[config.mk]
export PLATFORM = sky130hd
export DESIGN_NAME = int_to_ascii_dec_hex
export DESIGN_NICKNAME = d
export VERILOG_FILES = /design/src/design/itoa_pkg.sv /design/src/design/itoa_conv.sv /design/src/design/itoa_emit.sv /design/src/design/int_to_ascii_dec_hex.sv
export SDC_FILE = /design/constraint.sdc
export NUM_CORES = 1
export LEC_CHECK = 0
export BUFFER_PORTS_ARGS = -buffer_cell sky130_fd_sc_hd__buf_2
export CAP_MARGIN = 20
export CORE_MARGIN = 2
export CORE_UTILIZATION = 30
export DETAILED_ROUTE_END_ITERATION = 10
export GPL_TIMING_DRIVEN = 0
export HOLD_SLACK_MARGIN = 0.03
export PLACE_DENSITY = 0.55
export SYNTH_ARGS = -nofsm -noshare
export SYNTH_HDL_FRONTEND = slang
export SYNTH_HIERARCHICAL = 1
export SYNTH_SLANG_ARGS = --single-unit
export TNS_END_PERCENT = 10
[constraint.sdc]
create_clock -name clock -period 7.8 [get_ports clock]
set_input_delay 0.39 -clock clock [delete_from_list [all_inputs] [get_ports clock]]
set_output_delay 0.39 -clock clock [all_outputs]
set_load 0.005 [all_outputs]
[src/design/itoa_pkg.sv]
// ----------------------------------------------------------------------------
// itoa_pkg
// Shared types, constants and helpers for the integer to ASCII converter.
// ----------------------------------------------------------------------------
package itoa_pkg;

   localparam int NUM_DIGITS = 20;
   localparam int DIG_W      = 4 * NUM_DIGITS;
   localparam int VAL_W      = 64;
   localparam int HALF_W     = VAL_W / 2;

   localparam logic [1:0] CMD_SDEC = 2'd0;
   localparam logic [1:0] CMD_UDEC = 2'd1;
   localparam logic [1:0] CMD_LHEX = 2'd2;
   localparam logic [1:0] CMD_UHEX = 2'd3;

   localparam logic [6:0] CH_MINUS = 7'h2d;

   localparam logic [6:0] HEX_LOWER [16] = '{
      7'h30, 7'h31, 7'h32, 7'h33, 7'h34, 7'h35, 7'h36, 7'h37,
      7'h38, 7'h39, 7'h61, 7'h62, 7'h63, 7'h64, 7'h65, 7'h66
   };
   localparam logic [6:0] HEX_UPPER [16] = '{
      7'h30, 7'h31, 7'h32, 7'h33, 7'h34, 7'h35, 7'h36, 7'h37,
      7'h38, 7'h39, 7'h41, 7'h42, 7'h43, 7'h44, 7'h45, 7'h46
   };

   typedef struct packed {
      logic [1:0]       cmd;
      logic             wide;
      logic [VAL_W-1:0] value;
      logic [5:0]       width;
   } req_item_type;

   typedef struct packed {
      logic [6:0] ch;
      logic       last;
   } rsp_item_type;

   typedef struct packed {
      logic       load;
      logic [1:0] cmd;
      logic       wide;
   } conv_ctl_type;

   typedef struct packed {
      logic done;
      logic neg;
   } conv_sts_type;

   typedef struct packed {
      logic       load;
      logic       neg;
      logic       upper;
      logic [5:0] width;
   } emit_ctl_type;

   // add three to every BCD digit of five or more, ahead of the next shift
   function automatic logic [DIG_W-1:0] bcd_adjust(input logic [DIG_W-1:0] b);
      logic [DIG_W-1:0] r;
      logic [3:0]       d;
      r = b;
      for (int i = 0; i < NUM_DIGITS; i++) begin
         d = b[4*i +: 4];
         if (d >= 4'd5) begin
            r[4*i +: 4] = d + 4'd3;
         end
      end
      return r;
   endfunction

endpackage

[src/design/itoa_conv.sv]
// ----------------------------------------------------------------------------
// itoa_conv
// Bit-serial magnitude to BCD converter; hex digits are loaded directly.
// ----------------------------------------------------------------------------
module itoa_conv
   import itoa_pkg::*;
(
   input  logic             clock,
   input  logic             reset,
   input  conv_ctl_type     ctl,
   input  logic [VAL_W-1:0] value,
   output conv_sts_type     sts,
   output logic [DIG_W-1:0] digits
);

   logic [VAL_W-1:0]  mag_ff, mag_in;
   logic [DIG_W-1:0]  bcd_ff, bcd_in;
   logic [6:0]        cnt_ff, cnt_in;
   logic              run_ff, run_in;
   logic              done_ff, done_in;
   logic              neg_ff, neg_in;

   logic              neg_w;
   logic [VAL_W-1:0]  mag_w;
   logic [HALF_W-1:0] mag32_w;
   logic [DIG_W-1:0]  adj_w;

   assign adj_w = bcd_adjust(bcd_ff);

   always_comb begin
      neg_w   = (ctl.cmd == CMD_SDEC) &&
                (ctl.wide ? value[VAL_W-1] : value[HALF_W-1]);
      mag32_w = neg_w ? (~value[HALF_W-1:0] + {{(HALF_W-1){1'b0}}, 1'b1})
                      : value[HALF_W-1:0];
      if (ctl.wide) begin
         mag_w = neg_w ? (~value + {{(VAL_W-1){1'b0}}, 1'b1}) : value;
      end else begin
         mag_w = {{HALF_W{1'b0}}, mag32_w};
      end
   end

   always_comb begin
      mag_in  = mag_ff;
      bcd_in  = bcd_ff;
      cnt_in  = cnt_ff;
      run_in  = run_ff;
      neg_in  = neg_ff;
      done_in = 1'b0;
      if (ctl.load) begin
         neg_in = neg_w;
         if (ctl.cmd == CMD_LHEX || ctl.cmd == CMD_UHEX) begin
            bcd_in  = {{(DIG_W-VAL_W){1'b0}}, mag_w};
            done_in = 1'b1;
         end else begin
            bcd_in = '0;
            run_in = 1'b1;
            if (ctl.wide) begin
               mag_in = mag_w;
               cnt_in = 7'(VAL_W);
            end else begin
               mag_in = {mag_w[HALF_W-1:0], {HALF_W{1'b0}}};
               cnt_in = 7'(HALF_W);
            end
         end
      end else if (run_ff) begin
         bcd_in = {adj_w[DIG_W-2:0], mag_ff[VAL_W-1]};
         mag_in = {mag_ff[VAL_W-2:0], 1'b0};
         cnt_in = cnt_ff - 7'd1;
         if (cnt_ff == 7'd1) begin
            run_in  = 1'b0;
            done_in = 1'b1;
         end
      end
   end

   always_ff @(posedge clock) begin
      if (reset) begin
         run_ff  <= 1'b0;
         done_ff <= 1'b0;
         cnt_ff  <= '0;
      end else begin
         run_ff  <= run_in;
         done_ff <= done_in;
         cnt_ff  <= cnt_in;
      end
      mag_ff <= mag_in;
      bcd_ff <= bcd_in;
      neg_ff <= neg_in;
   end

   assign sts.done = done_ff;
   assign sts.neg  = neg_ff;
   assign digits   = bcd_ff;

   a_done_ends_run: assert property (@(posedge clock) disable iff (reset)
      done_ff |-> !run_ff)
      else $error("conversion done while still shifting");

   a_cnt_range: assert property (@(posedge clock) disable iff (reset)
      run_ff |-> (cnt_ff != 7'd0 && cnt_ff <= 7'(VAL_W)))
      else $error("bit counter out of range while running");

endmodule

[src/design/itoa_emit.sv]
// ----------------------------------------------------------------------------
// itoa_emit
// Drops leading zeros, then shifts out sign and digits one character a cycle.
// ----------------------------------------------------------------------------
module itoa_emit
   import itoa_pkg::*;
(
   input  logic             clock,
   input  logic             reset,
   input  emit_ctl_type     ctl,
   input  logic [DIG_W-1:0] digits,
   output logic             rsp_strobe,
   output rsp_item_type     rsp_item,
   output logic             done
);

   localparam logic [1:0] E_IDLE  = 2'd0;
   localparam logic [1:0] E_SKIP  = 2'd1;
   localparam logic [1:0] E_SIGN  = 2'd2;
   localparam logic [1:0] E_DIGIT = 2'd3;

   logic [1:0]       state_ff, state_in;
   logic [DIG_W-1:0] dig_ff, dig_in;
   logic [4:0]       left_ff, left_in;
   logic [5:0]       cnt_ff, cnt_in;
   logic             neg_ff, neg_in;
   logic             upper_ff, upper_in;
   logic [5:0]       width_ff, width_in;
   logic             strobe_ff, strobe_in;
   rsp_item_type     item_ff, item_in;
   logic             done_ff, done_in;

   logic             lim_hit;
   logic [3:0]       top_dig;

   assign top_dig = dig_ff[DIG_W-1 -: 4];
   assign lim_hit = (width_ff != 6'd0) && ((cnt_ff + 6'd1) == width_ff);

   always_comb begin
      state_in  = state_ff;
      dig_in    = dig_ff;
      left_in   = left_ff;
      cnt_in    = cnt_ff;
      neg_in    = neg_ff;
      upper_in  = upper_ff;
      width_in  = width_ff;
      strobe_in = 1'b0;
      item_in   = '0;
      done_in   = 1'b0;
      unique case (state_ff)
         E_IDLE: begin
            if (ctl.load) begin
               dig_in   = digits;
               left_in  = 5'(NUM_DIGITS);
               cnt_in   = '0;
               neg_in   = ctl.neg;
               upper_in = ctl.upper;
               width_in = ctl.width;
               state_in = E_SKIP;
            end
         end
         E_SKIP: begin
            if (top_dig == 4'd0 && left_ff > 5'd1) begin
               dig_in  = {dig_ff[DIG_W-5:0], 4'd0};
               left_in = left_ff - 5'd1;
            end else begin
               state_in = neg_ff ? E_SIGN : E_DIGIT;
            end
         end
         E_SIGN: begin
            strobe_in    = 1'b1;
            item_in.ch   = CH_MINUS;
            item_in.last = lim_hit;
            cnt_in       = cnt_ff + 6'd1;
            if (lim_hit) begin
               done_in  = 1'b1;
               state_in = E_IDLE;
            end else begin
               state_in = E_DIGIT;
            end
         end
         E_DIGIT: begin
            strobe_in    = 1'b1;
            item_in.ch   = upper_ff ? HEX_UPPER[top_dig] : HEX_LOWER[top_dig];
            item_in.last = (left_ff == 5'd1) || lim_hit;
            dig_in       = {dig_ff[DIG_W-5:0], 4'd0};
            left_in      = left_ff - 5'd1;
            cnt_in       = cnt_ff + 6'd1;
            if (item_in.last) begin
               done_in  = 1'b1;
               state_in = E_IDLE;
            end
         end
         default: begin
            state_in = E_IDLE;
         end
      endcase
   end

   always_ff @(posedge clock) begin
      if (reset) begin
         state_ff  <= E_IDLE;
         strobe_ff <= 1'b0;
         done_ff   <= 1'b0;
         left_ff   <= '0;
         cnt_ff    <= '0;
      end else begin
         state_ff  <= state_in;
         strobe_ff <= strobe_in;
         done_ff   <= done_in;
         left_ff   <= left_in;
         cnt_ff    <= cnt_in;
      end
      dig_ff   <= dig_in;
      neg_ff   <= neg_in;
      upper_ff <= upper_in;
      width_ff <= width_in;
      item_ff  <= item_in;
   end

   assign rsp_strobe = strobe_ff;
   assign rsp_item   = item_ff;
   assign done       = done_ff;

   a_left_range: assert property (@(posedge clock) disable iff (reset)
      left_ff <= 5'(NUM_DIGITS))
      else $error("digit count out of range");

   a_done_on_last: assert property (@(posedge clock) disable iff (reset)
      done_ff == (strobe_ff && item_ff.last))
      else $error("done does not match the last character");

endmodule

[src/design/int_to_ascii_dec_hex.sv]
// ----------------------------------------------------------------------------
// int_to_ascii_dec_hex
// Integer to ASCII converter: signed/unsigned decimal, lower/upper hex.
// ----------------------------------------------------------------------------
// One request at a time: an item is taken when start is high and busy low,
// and busy stays high until its last character is out. Decimal values run
// through a bit-serial binary to BCD shifter, one bit a cycle (32 bits in
// narrow mode, 64 in wide mode); hex values skip that step. Leading zeros
// are then dropped one digit a cycle (up to 19), and the characters follow
// one a cycle, most significant first, each on rsp_item for a single cycle
// with rsp_strobe high and last set on the final one. The receiver cannot
// stall. An item takes longer with a minus sign and less time when width
// cuts the text short.
// ----------------------------------------------------------------------------
module int_to_ascii_dec_hex
   import itoa_pkg::*;
(
   input  logic         clock,
   input  logic         reset,
   input  logic         start,
   output logic         busy,
   input  req_item_type req_item,
   output logic         rsp_strobe,
   output rsp_item_type rsp_item
);

   localparam logic [1:0] S_IDLE = 2'd0;
   localparam logic [1:0] S_CONV = 2'd1;
   localparam logic [1:0] S_EMIT = 2'd2;

   logic [1:0]       state_ff, state_in;
   logic [1:0]       cmd_ff, cmd_in;
   logic [5:0]       width_ff, width_in;

   logic             accept;
   conv_ctl_type     conv_ctl;
   conv_sts_type     conv_sts;
   emit_ctl_type     emit_ctl;
   logic [DIG_W-1:0] digits;
   logic             emit_done;

   assign busy   = (state_ff != S_IDLE);
   assign accept = start && !busy;

   assign conv_ctl.load = accept;
   assign conv_ctl.cmd  = req_item.cmd;
   assign conv_ctl.wide = req_item.wide;

   assign emit_ctl.load  = conv_sts.done;
   assign emit_ctl.neg   = conv_sts.neg;
   assign emit_ctl.upper = (cmd_ff == CMD_UHEX);
   assign emit_ctl.width = width_ff;

   always_comb begin
      state_in = state_ff;
      cmd_in   = cmd_ff;
      width_in = width_ff;
      unique case (state_ff)
         S_IDLE: begin
            if (accept) begin
               cmd_in   = req_item.cmd;
               width_in = req_item.width;
               state_in = S_CONV;
            end
         end
         S_CONV: begin
            if (conv_sts.done) begin
               state_in = S_EMIT;
            end
         end
         S_EMIT: begin
            if (emit_done) begin
               state_in = S_IDLE;
            end
         end
         default: begin
            state_in = S_IDLE;
         end
      endcase
   end

   always_ff @(posedge clock) begin
      if (reset) begin
         state_ff <= S_IDLE;
      end else begin
         state_ff <= state_in;
      end
      cmd_ff   <= cmd_in;
      width_ff <= width_in;
   end

   itoa_conv u_conv (
      .clock  (clock),
      .reset  (reset),
      .ctl    (conv_ctl),
      .value  (req_item.value),
      .sts    (conv_sts),
      .digits (digits)
   );

   itoa_emit u_emit (
      .clock      (clock),
      .reset      (reset),
      .ctl        (emit_ctl),
      .digits     (digits),
      .rsp_strobe (rsp_strobe),
      .rsp_item   (rsp_item),
      .done       (emit_done)
   );

   a_strobe_while_busy: assert property (@(posedge clock) disable iff (reset)
      rsp_strobe |-> $past(busy))
      else $error("character sent with no item in progress");

   a_conv_done_in_conv: assert property (@(posedge clock) disable iff (reset)
      conv_sts.done |-> (state_ff == S_CONV))
      else $error("conversion finished outside the conversion phase");

endmodule
# Word-level counts from Yosys, hierarchy flattened
# Memories as Yosys holds them, arrays and structs flattened.
# Cells that the tools add are included.
# totals
regBits	275
mem_bits_ro	224
output_inout_bits	10
n_memories	2
# classes
n_addsub	25
magnitude_cmp	22
eq_ne	19
muxes	71
bitwise	3
reduce_logical	24
# memory_table
name	depth	width	read_ports	rd_ports_with_merged_regs	wr	line	source
(no name shown)	16	7	1	0	0	itoa_emit.sv:84	item_in.ch = upper_ff ? HEX_UPPER[top_dig] : HEX_LOWER[top_dig];
(no name shown)	16	7	1	0	0	itoa_emit.sv:84	
# ops
operator	n
64-bit 2-to-1 mux	7
80-bit 2-to-1 mux	4
80-bit case mux with 3 select lines	1
4-bit by 3-bit >= comparator with 1-bit output, second input constant	20
4-bit by 2-bit adder with 4-bit output, second input constant	19
4-bit 2-to-1 mux	19
64-bit by 1-bit adder with 64-bit output, second input constant	1
64-bit inverter	1
7-bit 2-to-1 mux	9
32-bit by 1-bit adder with 32-bit output, second input constant	1
32-bit 2-to-1 mux	1
32-bit inverter	1
8-bit case mux with 2 select lines	1
5-bit case mux with 3 select lines	1
2-bit 2-to-1 mux	7
1-bit 2-to-1 mux	13
2-bit == test, second input constant	6
6-bit case mux with 2 select lines	1
5-bit 2-to-1 mux	2
3-bit AND reduction	3
2-bit by 1-bit inequality test with 1-bit output, second input constant	4
2-bit inequality test, second input constant	4
2-bit case mux with 4 select lines	1
2-bit AND reduction	4
other kinds (24)	33

# Logic depth before layout (Yosys ltp)
# logic_depth
word_depth	7
ltp_mapped	9

# Modules after synthesis
# Netlist, hierarchy kept.
# modules_own_cells
mod	n_inst	cells_per_inst	area_each_um2
itoa_conv	1	1029	9925.8
itoa_emit	1	336	4911.0
int_to_ascii_dec_hex	1	19	334.1

# Worst setup path after synthesis
# Ideal clock, no wire load.
# synth_path
kind	register to register
start	register, netlist name state_ff[1]
end	register u_conv.cnt_ff[3]
setup_ps	78
arrival_time_ps	4545
required_time_ps	7722
setup_slack_ps	3177
path_stages_with_launch	9
path_buffers	0
period_less_slack_ps	4623
cell_sequence	dfxtp_1 or2_2 nor2_1 or2_2 nand2_1 inv_1 nand2_1 xor2_1 nor3_1
# synth_rtl
item	line	source
end signal: assignment	itoa_conv.sv:84	cnt_ff <= cnt_in;
end: declaration	itoa_conv.sv:18	logic [6:0] cnt_ff, cnt_in;

==> impl_metrics.env <==
export IMPL_status="completed"
export IMPL_setup_violations=0
export IMPL_drive_gt1_frac=0.1603
export IMPL_grt_pass1_wl_um=69310
export IMPL_h_tree_depth=1
export IMPL_synth_ff_type="edfxtp_1"
export IMPL_final_nets=1639
export IMPL_wirelength_um=45070
export IMPL_finalPower_mw=4.775
export IMPL_grt_max_degree=66
export IMPL_synth_compound_area_share=0.1476
export IMPL_fillers=5097
export IMPL_ios=86
export IMPL_regToRegStartpoint="state_ff[1]$_SDFFE_PP0P_"
export IMPL_highest_layer="met4"
export IMPL_yosysTopAreaCell="edfxtp_1"
export IMPL_min_path_type="primary input to register"
export IMPL_final_antenna_net_count=0
export IMPL_fin_skew_ps=18.65
export IMPL_syn_inst=1384
export IMPL_synth_fp_nets=1513
export IMPL_synth_edff_count=241
export IMPL_worst_pin_slew_ps=954.3
export IMPL_power_density_nw_per_um2=272.7
export IMPL_vias=11750
export IMPL_wl_per_cell_um=20.42
export IMPL_switching_share=0.3105
export IMPL_ir_drop_uv=179.7
export IMPL_hold_start="req_item[71]"
export IMPL_rows=82
export IMPL_fmax_ghz=0.2524
export IMPL_pwr_share_clk=0.290
export IMPL_die_w_um=228.9
export IMPL_synthTopCellsByArea="edfxtp_1 48%, mux2_2 5.8%, dfxtp_1 4.5%"
export IMPL_overflow=0
export IMPL_yosysTopAreaCellShare=0.4770
export IMPL_syn_area_per_cell_um2=10.96
export IMPL_end_kind="register"
export IMPL_rsz0062_at_grt="no"
export IMPL_core_area_um2=50070
export IMPL_hpwl_um=32890
export IMPL_die_y_um=228.9
export IMPL_area_growth_pct=15.43
export IMPL_seq_area_frac_synth=0.5219
export IMPL_first_pass_iters=5
export IMPL_via_per_inst=5.324
export IMPL_path_max_fanout=10
export IMPL_finalHoldViolCount=0
export IMPL_seqCellArea_um2=7918
export IMPL_fin_crit_ps=3962
export IMPL_power_switching_mw=1.483
export IMPL_clkSinkCount=275
export IMPL_cell_internal_pwr_mw=3.293
export IMPL_fin_tns_setup_ps=0
export IMPL_startpoint="state_ff[1]$_SDFFE_PP0P_"
export IMPL_dieArea_um2=52380
export IMPL_n_antenna_cell=0
export IMPL_arrival_ps=4250
export IMPL_worstPathRequired_ps=8090
export IMPL_period_share=0.5079
export IMPL_layout_setup_ws_ps=3838
export IMPL_synth_xor_area_share=0.05196
export IMPL_leakagePower_nw=6.138
export IMPL_syn_cell_area_um2=15170
export IMPL_clk_latency_ps=590
export IMPL_synth_mux_area_frac=0.06186
export IMPL_multi_input_area_um2=6761
export IMPL_wl_met1_um=20420
export IMPL_holdWs_ps=86.96
export IMPL_crit_path_start_kind="register"
export IMPL_power_frac_comb=0.248
export IMPL_crit_type="register to register"
export IMPL_drt_iter0_drc=1229
export IMPL_synth_distinct_cells=78
export IMPL_antenna_found_initial=2
export IMPL_synth_fa_ha_area_frac=0.04371
export IMPL_power_frac_seq=0.462
export IMPL_floorplan_initialDensity=0.3030
export IMPL_wl_met3_um=3977
export IMPL_io_buffers=82
export IMPL_yosys_area_share_simple=0.1404
export IMPL_drc=0
export IMPL_place_gp_congestion=0.9420
export IMPL_cts_repair_resized=0
export IMPL_async_flop_share=0
export IMPL_cts_root_buf="clkbuf_16"
export IMPL_cts_path_max_buffers=3
export IMPL_post_cts_setup_buffer_count=0
export IMPL_cap_violations=0
export IMPL_grt_use_total=0.1690
export IMPL_place_ws_ps=3527
export IMPL_path_clk_slew_ps=60
export IMPL_drv_slew=0
export IMPL_dr_wl_met2_um=19440
export IMPL_synth_seq_cells=275
export IMPL_max_slew_margin_rel=0.3638
export IMPL_grt_pass1_vias=11550
export IMPL_numCtsBuffers=31
export IMPL_cts_tree="done"
export IMPL_synth_top_family_by_area="compound AO/OA/AOI/OAI gates"
export IMPL_cts_hold_buf=6
export IMPL_yosysWarnings=6
-- critical path, cell delays in order (launching register included) --
cell	delay (ps)
dfxtp_1	320
or2_2	310
nor2_1	480
clkbuf_1	560
clkbuf_1	520
clkbuf_1	630
clkbuf_1	670
o32ai_1	180
-- per-layer routing --
metal  GRT usage  up-vias
li1            -     5448
met1      0.2408     5679
met2      0.2602      524
met5           0        -
met3     0.03530       98
met4     0.04485        0
-- per-stage QoR --
step | utilization | std cells | cell area (um^2)
2_1_floorplan | - | 1384 | 15170
3_3_place_gp | 0.3280 | 2138 | 16420
3_5_place_dp | 0.3293 | 2141 | 16490
4_1_cts | 0.3494 | 2205 | 17490
5_1_grt | 0.3498 | 2207 | 17510
6_report | 0.3498 | 2207 | 17510
-- final cells by class --
type | instances | share of cell area
sequential | 275 | 0.4521
multi-input combinational | 982 | 0.3861
tap | 672 | 0.04801
clock buffer | 35 | 0.04516
timing repair buffer | 93 | 0.03129
buffer | 65 | 0.01493
inverter | 62 | 0.01358
clock inverter | 23 | 0.008788
-- sequential cells by signal, summed over array words and instances (netlist names), 2 cells and up --
signal	cells
cmd_ff	2
state_ff	2
u_conv/cnt_ff	7
u_conv/digits	80
u_conv/mag_ff	64
u_emit/cnt_ff	6
u_emit/dig_ff	80
u_emit/left_ff	5
u_emit/rsp_item	8
u_emit/state_ff	2
u_emit/width_ff	6
width_ff	6
-- synth_stat cells, drive strengths merged (6+ instances only) --
library cell / instances
o31ai: 24
a21oi: 93
o311ai: 6
nor3: 39
dfxtp: 34
o41ai: 10
clkbuf: 48
o22ai: 11
and3: 6
or4: 19
nor2: 116
xor2: 46
a31oi: 9
nand4: 12
nand2: 114
a22o: 13
buf: 17
mux2: 78
or3: 12
nand2b: 25
xnor2: 44
edfxtp: 241
o21ai: 89
mux2i: 6
inv: 61
nand3: 12
nor3b: 19
nor4: 17
o221ai: 9
o2bb2ai: 22
and2: 9
ha: 53
-- logic make-up after synthesis --
logic type,Yosys count
buffers and inverters,127
adders and majority gates,53
xor gates and xnor gates,90
muxes,84
and+or+nand+nor,417
AOI/OAI and AO/OA,338
DFF,275
-- cell usage in the layout (no fill, tap or decap), types with 10 or more instances in the layout --
cell,n
a21oi_1,93
a22o_1,13
buf_2,87
clkbuf_1,52
clkbuf_16,31
clkinv_1,10
dfxtp_1,34
edfxtp_1,241
ha_1,53
inv_1,58
mux2_2,78
nand2_1,114
nand2b_1,25
nand3_1,12
nand4_1,10
nor2_1,115
nor3_1,38
nor3b_1,19
nor4_1,14
o21ai_0,86
o22ai_1,11
o2bb2ai_1,22
o31ai_1,23
or3_1,12
or4_1,17
xnor2_1,44
xor2_1,46
-- final timing paths --
check	to	slack, ps	depth (start not counted)
min reg2reg	u_emit/width_ff[5]$_DFFE_PP_	420	0
max reg2reg	u_conv/mag_ff[61]$_DFFE_PP_	3840	7
min	cmd_ff[0]$_DFFE_PP_	90	1
max	u_conv/mag_ff[61]$_DFFE_PP_	3840	7
-- power by group through the flow --
| stage | Clock [mW] | Sequential, mW | Combinational, mW |
|---|---|---|---|
| global placement | 0 | 2.26 | 1.12 |
| floorplan | 0 | 2.19 | 0.849 |
| CTS | 1.41 | 2.21 | 1.18 |
| global route | 1.47 | 2.24 | 1.32 |
| finish | 1.38 | 2.21 | 1.19 |
| detailed placement | 0 | 2.24 | 1.17 |
No activity file was read; power rests on OpenSTA's default activity.
